$ cat src/rtl/mstw_pkg.sv
`timescale 1ns / 1ps

package mstw_pkg;

  localparam int MAX_NODES_DEF   = 32;
  localparam int MAX_EDGES_DEF   = 64;
  localparam int WEIGHT_BITS_DEF = 16;

  localparam int TOTAL_BITS = 21;
  localparam logic [TOTAL_BITS-1:0] TOTAL_MAX = '1;

  localparam logic [5:0] NODE_COUNT_RESET = 6'd32;

  typedef struct packed {
    logic [5:0]  end_a;
    logic [5:0]  end_b;
    logic [15:0] edge_weight;
    logic        last_edge;
  } edge_beat_t;

  typedef struct packed {
    logic [TOTAL_BITS-1:0] total_weight;
    logic                  edges_dropped;
  } result_beat_t;

endpackage

$ cat src/rtl/min_spanning_tree_weight_unit.sv
`timescale 1ns / 1ps

// Minimum spanning forest weight unit.
// Edges arrive on the edge channel (edge_valid / edge_stall / edge_data), one
// beat per cycle while the unit is loading. A beat whose endpoints are not both
// in 1..node_count and at most MAX_NODES is dropped silently; a valid edge that
// finds the store full is dropped and sets edges_dropped. The beat with last_edge
// set closes the graph; edge_stall stays high until its result is registered.
// Computation: the label table is initialized, then one selection pass runs per
// stored edge plus one final pass, each pass reading the stored edges through
// the single read port of the edge store; each selected edge then goes through
// S_LOOK and S_JOIN, and each merge of two trees relabels the label table in
// S_RELABEL.
// The result beat sits in an output register; while the receiver stalls it
// holds, and loading of the next graph proceeds meanwhile. A new result waits
// until the previous beat has been taken.
// node_count is written through cfg_we / cfg_wdata; the user must do so only while
// the unit is idle, which the block itself does not enforce. Synchronous reset
// empties the store, drops any pending result and sets node_count to 32.
module min_spanning_tree_weight_unit #(
  parameter int MAX_NODES   = mstw_pkg::MAX_NODES_DEF,
  parameter int MAX_EDGES   = mstw_pkg::MAX_EDGES_DEF,
  parameter int WEIGHT_BITS = mstw_pkg::WEIGHT_BITS_DEF
) (
  input  logic                   clk,
  input  logic                   rst,
  input  logic                   edge_valid,
  output logic                   edge_stall,
  input  mstw_pkg::edge_beat_t   edge_data,
  output logic                   result_valid,
  input  logic                   result_stall,
  output mstw_pkg::result_beat_t result_data,
  input  logic                   cfg_we,
  input  logic [5:0]             cfg_wdata
);

  localparam int NODE_BITS   = $clog2(MAX_NODES);
  localparam int CNT_BITS    = $clog2(MAX_NODES + 1);
  localparam int EDGE_BITS   = (MAX_EDGES > 1) ? $clog2(MAX_EDGES) : 1;
  localparam int FILL_BITS   = $clog2(MAX_EDGES + 1);
  localparam int ENTRY_BITS  = 2 * NODE_BITS + WEIGHT_BITS;
  localparam int KEY_BITS    = WEIGHT_BITS + EDGE_BITS;
  localparam int TOTAL_BITS  = mstw_pkg::TOTAL_BITS;
  localparam int SUM_BITS    = ((WEIGHT_BITS > TOTAL_BITS) ? WEIGHT_BITS : TOTAL_BITS) + 1;

  typedef enum logic [2:0] {
    S_IDLE, S_INIT, S_SCAN, S_LOOK, S_JOIN, S_RELABEL, S_DONE
  } state_t;

  state_t state;

  logic [5:0]            node_count;
  logic [FILL_BITS-1:0]  fill;
  logic                  overflow;
  logic [TOTAL_BITS-1:0] total;
  logic [CNT_BITS-1:0]   cnt;
  logic [FILL_BITS-1:0]  scan_idx;
  logic                  rd_valid;
  logic [EDGE_BITS-1:0]  rd_idx;
  logic                  have_prev;
  logic [KEY_BITS-1:0]   prev_key;
  logic                  best_found;
  logic [KEY_BITS-1:0]   best_key;
  logic [NODE_BITS-1:0]  best_a;
  logic [NODE_BITS-1:0]  best_b;
  logic                  rl_valid;
  logic [NODE_BITS-1:0]  rl_addr;
  logic [NODE_BITS-1:0]  old_lbl;
  logic [NODE_BITS-1:0]  new_lbl;

  logic [ENTRY_BITS-1:0] edge_mem [MAX_EDGES];
  logic [ENTRY_BITS-1:0] edge_rdata;

  logic                  accept;
  logic                  edge_ok;
  logic                  load_we;
  logic [ENTRY_BITS-1:0] load_entry;
  logic [WEIGHT_BITS-1:0] cur_w;
  logic [KEY_BITS-1:0]   cur_key;
  logic                  take;
  logic                  scan_issue;
  logic                  rl_issue;
  logic [SUM_BITS-1:0]   sum;
  logic [TOTAL_BITS-1:0] total_next;

  logic                  lbl_we;
  logic [NODE_BITS-1:0]  lbl_waddr;
  logic [NODE_BITS-1:0]  lbl_wdata;
  logic [NODE_BITS-1:0]  lbl_raddr_a;
  logic [NODE_BITS-1:0]  lbl_a;
  logic [NODE_BITS-1:0]  lbl_b;

  assign edge_stall = (state != S_IDLE);
  assign accept     = edge_valid && !edge_stall;

  assign edge_ok = (edge_data.end_a != 6'd0) && (edge_data.end_b != 6'd0) &&
                   (edge_data.end_a <= node_count) && (edge_data.end_b <= node_count) &&
                   (int'(edge_data.end_a) <= MAX_NODES) &&
                   (int'(edge_data.end_b) <= MAX_NODES);
  assign load_we = accept && edge_ok && (fill < FILL_BITS'(MAX_EDGES));
  assign load_entry = {NODE_BITS'(edge_data.end_b - 6'd1),
                       NODE_BITS'(edge_data.end_a - 6'd1),
                       WEIGHT_BITS'(edge_data.edge_weight)};

  // Selection: the next edge is the smallest (weight, slot) key above the one
  // taken last, so each stored edge is visited exactly once in weight order.
  assign cur_w   = edge_rdata[WEIGHT_BITS-1:0];
  assign cur_key = {cur_w, rd_idx};
  assign take    = rd_valid && (!have_prev || cur_key > prev_key) &&
                   (!best_found || cur_key < best_key);
  assign scan_issue = (scan_idx < fill);
  assign rl_issue   = (cnt < CNT_BITS'(MAX_NODES));

  assign sum = SUM_BITS'(total) + SUM_BITS'(best_key[KEY_BITS-1 -: WEIGHT_BITS]);
  assign total_next = (sum > SUM_BITS'(mstw_pkg::TOTAL_MAX)) ? mstw_pkg::TOTAL_MAX
                                                            : sum[TOTAL_BITS-1:0];

  always_comb begin
    lbl_we    = 1'b0;
    lbl_waddr = rl_addr;
    lbl_wdata = new_lbl;
    if (state == S_INIT) begin
      lbl_we    = 1'b1;
      lbl_waddr = cnt[NODE_BITS-1:0];
      lbl_wdata = cnt[NODE_BITS-1:0];
    end else if (state == S_RELABEL) begin
      lbl_we = rl_valid && (lbl_a == old_lbl);
    end
  end

  assign lbl_raddr_a = (state == S_RELABEL) ? cnt[NODE_BITS-1:0] : best_a;

  mstw_labels #(
    .MAX_NODES(MAX_NODES)
  ) u_labels (
    .clk     (clk),
    .we      (lbl_we),
    .waddr   (lbl_waddr),
    .wdata   (lbl_wdata),
    .raddr_a (lbl_raddr_a),
    .raddr_b (best_b),
    .rdata_a (lbl_a),
    .rdata_b (lbl_b)
  );

  always_ff @(posedge clk) begin
    if (load_we) begin
      edge_mem[fill[EDGE_BITS-1:0]] <= load_entry;
    end
    edge_rdata <= edge_mem[scan_idx[EDGE_BITS-1:0]];
  end

  always_ff @(posedge clk) begin
    if (rst) begin
      state        <= S_IDLE;
      node_count   <= mstw_pkg::NODE_COUNT_RESET;
      fill         <= '0;
      overflow     <= 1'b0;
      total        <= '0;
      result_valid <= 1'b0;
      rd_valid     <= 1'b0;
      rl_valid     <= 1'b0;
      have_prev    <= 1'b0;
      best_found   <= 1'b0;
      cnt          <= '0;
      scan_idx     <= '0;
    end else begin
      if (cfg_we) begin
        node_count <= cfg_wdata;
      end
      // In S_DONE the output register is handled by the state arm below.
      if (result_valid && !result_stall && state != S_DONE) begin
        result_valid <= 1'b0;
      end
      unique case (state)
        S_IDLE: begin
          if (accept) begin
            if (load_we) begin
              fill <= fill + FILL_BITS'(1);
            end else if (edge_ok) begin
              overflow <= 1'b1;
            end
            if (edge_data.last_edge) begin
              cnt   <= '0;
              state <= S_INIT;
            end
          end
        end
        S_INIT: begin
          cnt <= cnt + CNT_BITS'(1);
          if (cnt == CNT_BITS'(MAX_NODES - 1)) begin
            total      <= '0;
            have_prev  <= 1'b0;
            best_found <= 1'b0;
            scan_idx   <= '0;
            rd_valid   <= 1'b0;
            state      <= S_SCAN;
          end
        end
        S_SCAN: begin
          rd_valid <= scan_issue;
          rd_idx   <= scan_idx[EDGE_BITS-1:0];
          if (scan_issue) begin
            scan_idx <= scan_idx + FILL_BITS'(1);
          end
          if (take) begin
            best_found <= 1'b1;
            best_key   <= cur_key;
            best_a     <= edge_rdata[WEIGHT_BITS +: NODE_BITS];
            best_b     <= edge_rdata[WEIGHT_BITS + NODE_BITS +: NODE_BITS];
          end
          if (!scan_issue && !rd_valid) begin
            state <= best_found ? S_LOOK : S_DONE;
          end
        end
        S_LOOK: begin
          state <= S_JOIN;
        end
        S_JOIN: begin
          have_prev  <= 1'b1;
          prev_key   <= best_key;
          best_found <= 1'b0;
          scan_idx   <= '0;
          rd_valid   <= 1'b0;
          if (lbl_a != lbl_b) begin
            total    <= total_next;
            old_lbl  <= lbl_b;
            new_lbl  <= lbl_a;
            cnt      <= '0;
            rl_valid <= 1'b0;
            state    <= S_RELABEL;
          end else begin
            state <= S_SCAN;
          end
        end
        S_RELABEL: begin
          rl_valid <= rl_issue;
          rl_addr  <= cnt[NODE_BITS-1:0];
          if (rl_issue) begin
            cnt <= cnt + CNT_BITS'(1);
          end
          if (!rl_issue && !rl_valid) begin
            state <= S_SCAN;
          end
        end
        S_DONE: begin
          if (!result_valid || !result_stall) begin
            result_valid              <= 1'b1;
            result_data.total_weight  <= total;
            result_data.edges_dropped <= overflow;
            fill                      <= '0;
            overflow                  <= 1'b0;
            state                     <= S_IDLE;
          end
        end
        default: begin
          state <= S_IDLE;
        end
      endcase
    end
  end

endmodule

$ cat src/rtl/mstw_labels.sv
`timescale 1ns / 1ps

// Component label table: one write port, two registered read ports.
module mstw_labels #(
  parameter int MAX_NODES = mstw_pkg::MAX_NODES_DEF,
  localparam int NODE_BITS = $clog2(MAX_NODES)
) (
  input  logic                 clk,
  input  logic                 we,
  input  logic [NODE_BITS-1:0] waddr,
  input  logic [NODE_BITS-1:0] wdata,
  input  logic [NODE_BITS-1:0] raddr_a,
  input  logic [NODE_BITS-1:0] raddr_b,
  output logic [NODE_BITS-1:0] rdata_a,
  output logic [NODE_BITS-1:0] rdata_b
);

  logic [NODE_BITS-1:0] mem [MAX_NODES];

  always_ff @(posedge clk) begin
    if (we) begin
      mem[waddr] <= wdata;
    end
    rdata_a <= mem[raddr_a];
    rdata_b <= mem[raddr_b];
  end

endmodule

$ cat config.mk
export PLATFORM = sky130hd
export DESIGN_NAME = min_spanning_tree_weight_unit
export DESIGN_NICKNAME = d
export VERILOG_FILES = /design/src/rtl/mstw_pkg.sv /design/src/rtl/min_spanning_tree_weight_unit.sv /design/src/rtl/mstw_labels.sv
export SDC_FILE = /design/constraint.sdc
export NUM_CORES = 2
export LEC_CHECK = 0
export BUFFER_PORTS_ARGS = -buffer_cell sky130_fd_sc_hd__buf_4
export CAP_MARGIN = 20
export CORE_AREA = 3 3 404 406
export DETAILED_ROUTE_END_ITERATION = 6
export DIE_AREA = 0 0 407 409
export PLACE_DENSITY = 0.72
export SYNTH_ARGS = -nofsm -noshare
export SYNTH_HDL_FRONTEND = slang
export SYNTH_SLANG_ARGS = --single-unit
$ cat constraint.sdc
create_clock -name clk -period 4.8 [get_ports clk]
set_input_delay 0.96 -clock clk [delete_from_list [all_inputs] [get_ports clk]]
set_output_delay 0.96 -clock clk [all_outputs]
set_load 0.01 [all_outputs]
==> impl_metrics.env <==
export IMPL_syn_nets=3792
export IMPL_timing_rr_end="edge_rdata[25]"
export IMPL_critPathKind="reg -> reg"
export IMPL_cp_end_kind="flip-flop"
export IMPL_period_share_pct=71.3
export IMPL_via_count=39300
export IMPL_slew_viol_final=0
export IMPL_fin_area_sq_mm=0.0912
export IMPL_synth_edff_count=1921
export IMPL_ctsHoldBuffers=0
export IMPL_drive_gt1_share_pct=30.2
export IMPL_finalSetupViolCount=0
export IMPL_cts_setup_buffers=0
export IMPL_skew_ns=0.0561
export IMPL_worstHoldPathCells=3
export IMPL_io_pins=64
export IMPL_antenna_found_initial=23
export IMPL_dpl_cell_area_sq_mm=0.0847
export IMPL_critPathArrivalTime_ns=4.08
export IMPL_wl_per_cell_um=32.6
export IMPL_max_freq_mhz=292
export IMPL_grt_pass1_wl_mm=288
export IMPL_track_usage_pct=24.6
export IMPL_grt_pass1_vias=38600
export IMPL_outcome="completed"
export IMPL_final_antenna_net_count=0
export IMPL_io_buffers=63
export IMPL_peakVddDrop_v=0.000378
export IMPL_relSlewSlack_pct=25.1
export IMPL_r2r_start="scan_idx[0]"
export IMPL_rsz0062_at_grt="no"
export IMPL_timing_hold_ws_ns=0.376
export IMPL_p_leak_uw=0.0282
export IMPL_synth_most_common_cell="edfxtp_1"
export IMPL_rrSetupSlack_ns=1.38
export IMPL_layout_nets=4025
export IMPL_cts_sinks=2013
export IMPL_start_util_pct=49.8
export IMPL_dp_hpwl_mm=123
export IMPL_synth_async_reset_ratio_pct=0
export IMPL_die_h_um=409
export IMPL_final_hold_violation_count=0
export IMPL_final_seq_area_sq_mm=0.0595
export IMPL_dieArea_sq_mm=0.166
export IMPL_cts_root_buf="clkbuf_16"
export IMPL_synth_distinct_cells=62
export IMPL_core_area_sq_mm=0.160
export IMPL_reg2reg_depth=4
export IMPL_yosysWarnings=0
export IMPL_crit_fanout=32
export IMPL_nFillCells=11400
export IMPL_clock_latency_ns=0.83
export IMPL_pwr_density_cell_mw_per_mm2=400
export IMPL_first_pass_iters=5
export IMPL_maxCapViolCount=0
export IMPL_numCtsBuffers=193
export IMPL_whs_endpoint="node_count[5]"
export IMPL_slowest_delay_ns=0.99
export IMPL_yosys_area_top_type="edfxtp_1"
export IMPL_synthToLayoutAreaGrowth_pct=14.4
export IMPL_yosys_register_bits=2013
export IMPL_cts_buffer_depth=3
export IMPL_cts_repair_resized=0
export IMPL_syn_area_per_cell_sq_um=21.7
export IMPL_drc=0
export IMPL_fin_crit_ns=3.42
export IMPL_multiInputGateArea_sq_mm=0.0198
export IMPL_hold_path_class="in -> reg"
export IMPL_synth_area_top_cells="edfxtp_1 (72%), mux4_2 (18%), dfxtp_1 (2.3%), ha_1 (1.3%), nor2_1 (0.74%)"
export IMPL_std_cell_rows=147
export IMPL_vias_per_cell=6.32
export IMPL_drtIter0Drc=5866
export IMPL_crit_top_cell="mux4_2"
export IMPL_synthesis_area_sq_mm=0.0797
export IMPL_place_congestion=0.899
export IMPL_setup_tns_ns=0
export IMPL_min_delay_start="cfg_wdata[5]"
export IMPL_start_kind="flip-flop"
export IMPL_clk_pin_slew_ns=0.06
export IMPL_die_x_um=407
export IMPL_netlist_area_leader_share_pct=72.4
export IMPL_worstPathCellList="buf_4 -> mux4_2 -> mux4_2 -> mux4_2"
export IMPL_grt_start_max_net_pins=85
export IMPL_wirelength_mm=203
export IMPL_tritoncts="yes"
export IMPL_synth_yosys_seq_area_share_pct=74.7
export IMPL_grt_overflow=0
export IMPL_synthTopCellsByCount="edfxtp_1 (1921), mux4_2 (634), nor2_1 (158)"
export IMPL_synth_ff_type="edfxtp_1"
export IMPL_slowest_stage="dfxtp_4"
export IMPL_cts_htree_levels=4
export IMPL_tightest_slew_ns=1.12
export IMPL_syn_inst=3667
export IMPL_critPathRequiredTime_ns=5.46
-- state kept, by name (all words and copies together) (netlist names), 7 cells and up --
| register | flops |
|---|---|
| u_labels.mem | 160 |
| scan_idx | 7 |
| total | 21 |
| edge_mem | 1664 |
| edge_rdata | 26 |
| fill | 7 |
| best_key | 22 |
| prev_key | 22 |
| result_data | 22 |
-- how the worst max path moves through the flow --
stage                   from               end  slack, ns  cells past startpoint
6_report         scan_idx[0]    edge_rdata[25]       1.38                      4
5_1_grt             state[2]  edge_mem[42][22]       1.21                      9
4_1_cts          scan_idx[0]    edge_rdata[25]       1.38                      4
3_5_place_dp   edge_data[18]  edge_mem[43][10]       0.74                     12
3_3_place_gp   edge_data[18]  edge_mem[43][10]       0.77                     12
2_1_floorplan  edge_data[17]   edge_mem[57][0]      -0.21                      8
-- placed cells by master, fill, tap and decap left out, drive strengths merged, types with 8 or more instances in the layout --
master	instances
a21o	25
a21oi	51
a31oi	13
buf	210
bufinv	21
clkbuf	247
clkinv	80
dfxtp	92
edfxtp	1921
ha	84
inv	86
mux2i	15
mux4	634
nand2	116
nand2b	12
nand3	27
nand4	14
nor2	159
nor2b	10
nor3	19
nor4	8
o21ai	58
o22ai	21
or3	9
xnor2	18
xor2	19
-- kinds of logic (layout without fill, tap and decap cells) --
family,after synthesis,count (layout),synth area share [%]
flip-flops,2013,2013,74.7
other,0,4,0
AND/OR/NAND/NOR,404,404,2.29
AO/OA/AOI/OAI,221,221,1.73
multiplexers,656,656,18.2
XOR/XNOR,37,37,0.407
adder cells (fa/ha/maj),85,85,1.34
buffers and inverters,251,649,1.35
-- layer usage --
metal / part of all wire [%] / vias up / wire (um) / track usage (%)
met1: 38 / 20600 / 76300 / 35.4
met5: 0.035 / - / 71 / 0
met2: 47 / 2489 / 95300 / 37.4
met3: 12 / 344 / 24000 / 5.89
li1: - / 15900 / - / -
met4: 3.7 / 8 / 7570 / 8.38
-- through the flow --
stage | total power (uW) | setup slack [ns] | utilization, % | std cells
2_1_floorplan | 20700 | -0.214 | - | 3667
3_3_place_gp | 21500 | 0.765 | 52.9 | 5861
3_5_place_dp | 21500 | 0.737 | 52.9 | 5861
4_1_cts | 36600 | 1.38 | 56.9 | 6221
5_1_grt | 37400 | 1.21 | 56.9 | 6225
6_report | 36500 | 1.38 | 56.9 | 6229
-- power by group --
part / switching, uW / total [uW] / leakage, uW / internal, uW
Clock: 6550 / 15300 / 0.00311 / 8750
Sequential: 120 / 19600 / 0.0181 / 19500
Combinational: 1130 / 1580 / 0.00700 / 457
Total: 7790 / 36500 / 0.0282 / 28700
-- cell type report --
class                           count  area share [%]
Clock inverter                    113            1.36
Clock buffer                      247            5.64
Inverter                           79           0.328
Sequential cell                  2013            65.3
Multi-Input combinational cell   1403            21.7
Timing Repair Buffer              210            2.74
Antenna cell                        4          0.0110
Tap cell                         2160            2.96
-- worst max-delay path, delay by kind of cell (launching register included) --
kind     cells  cell delay, ns
buf+inv      1            0.46
mux          3            1.79
flops        1            0.99
No activity file was read; power rests on OpenSTA's default activity.
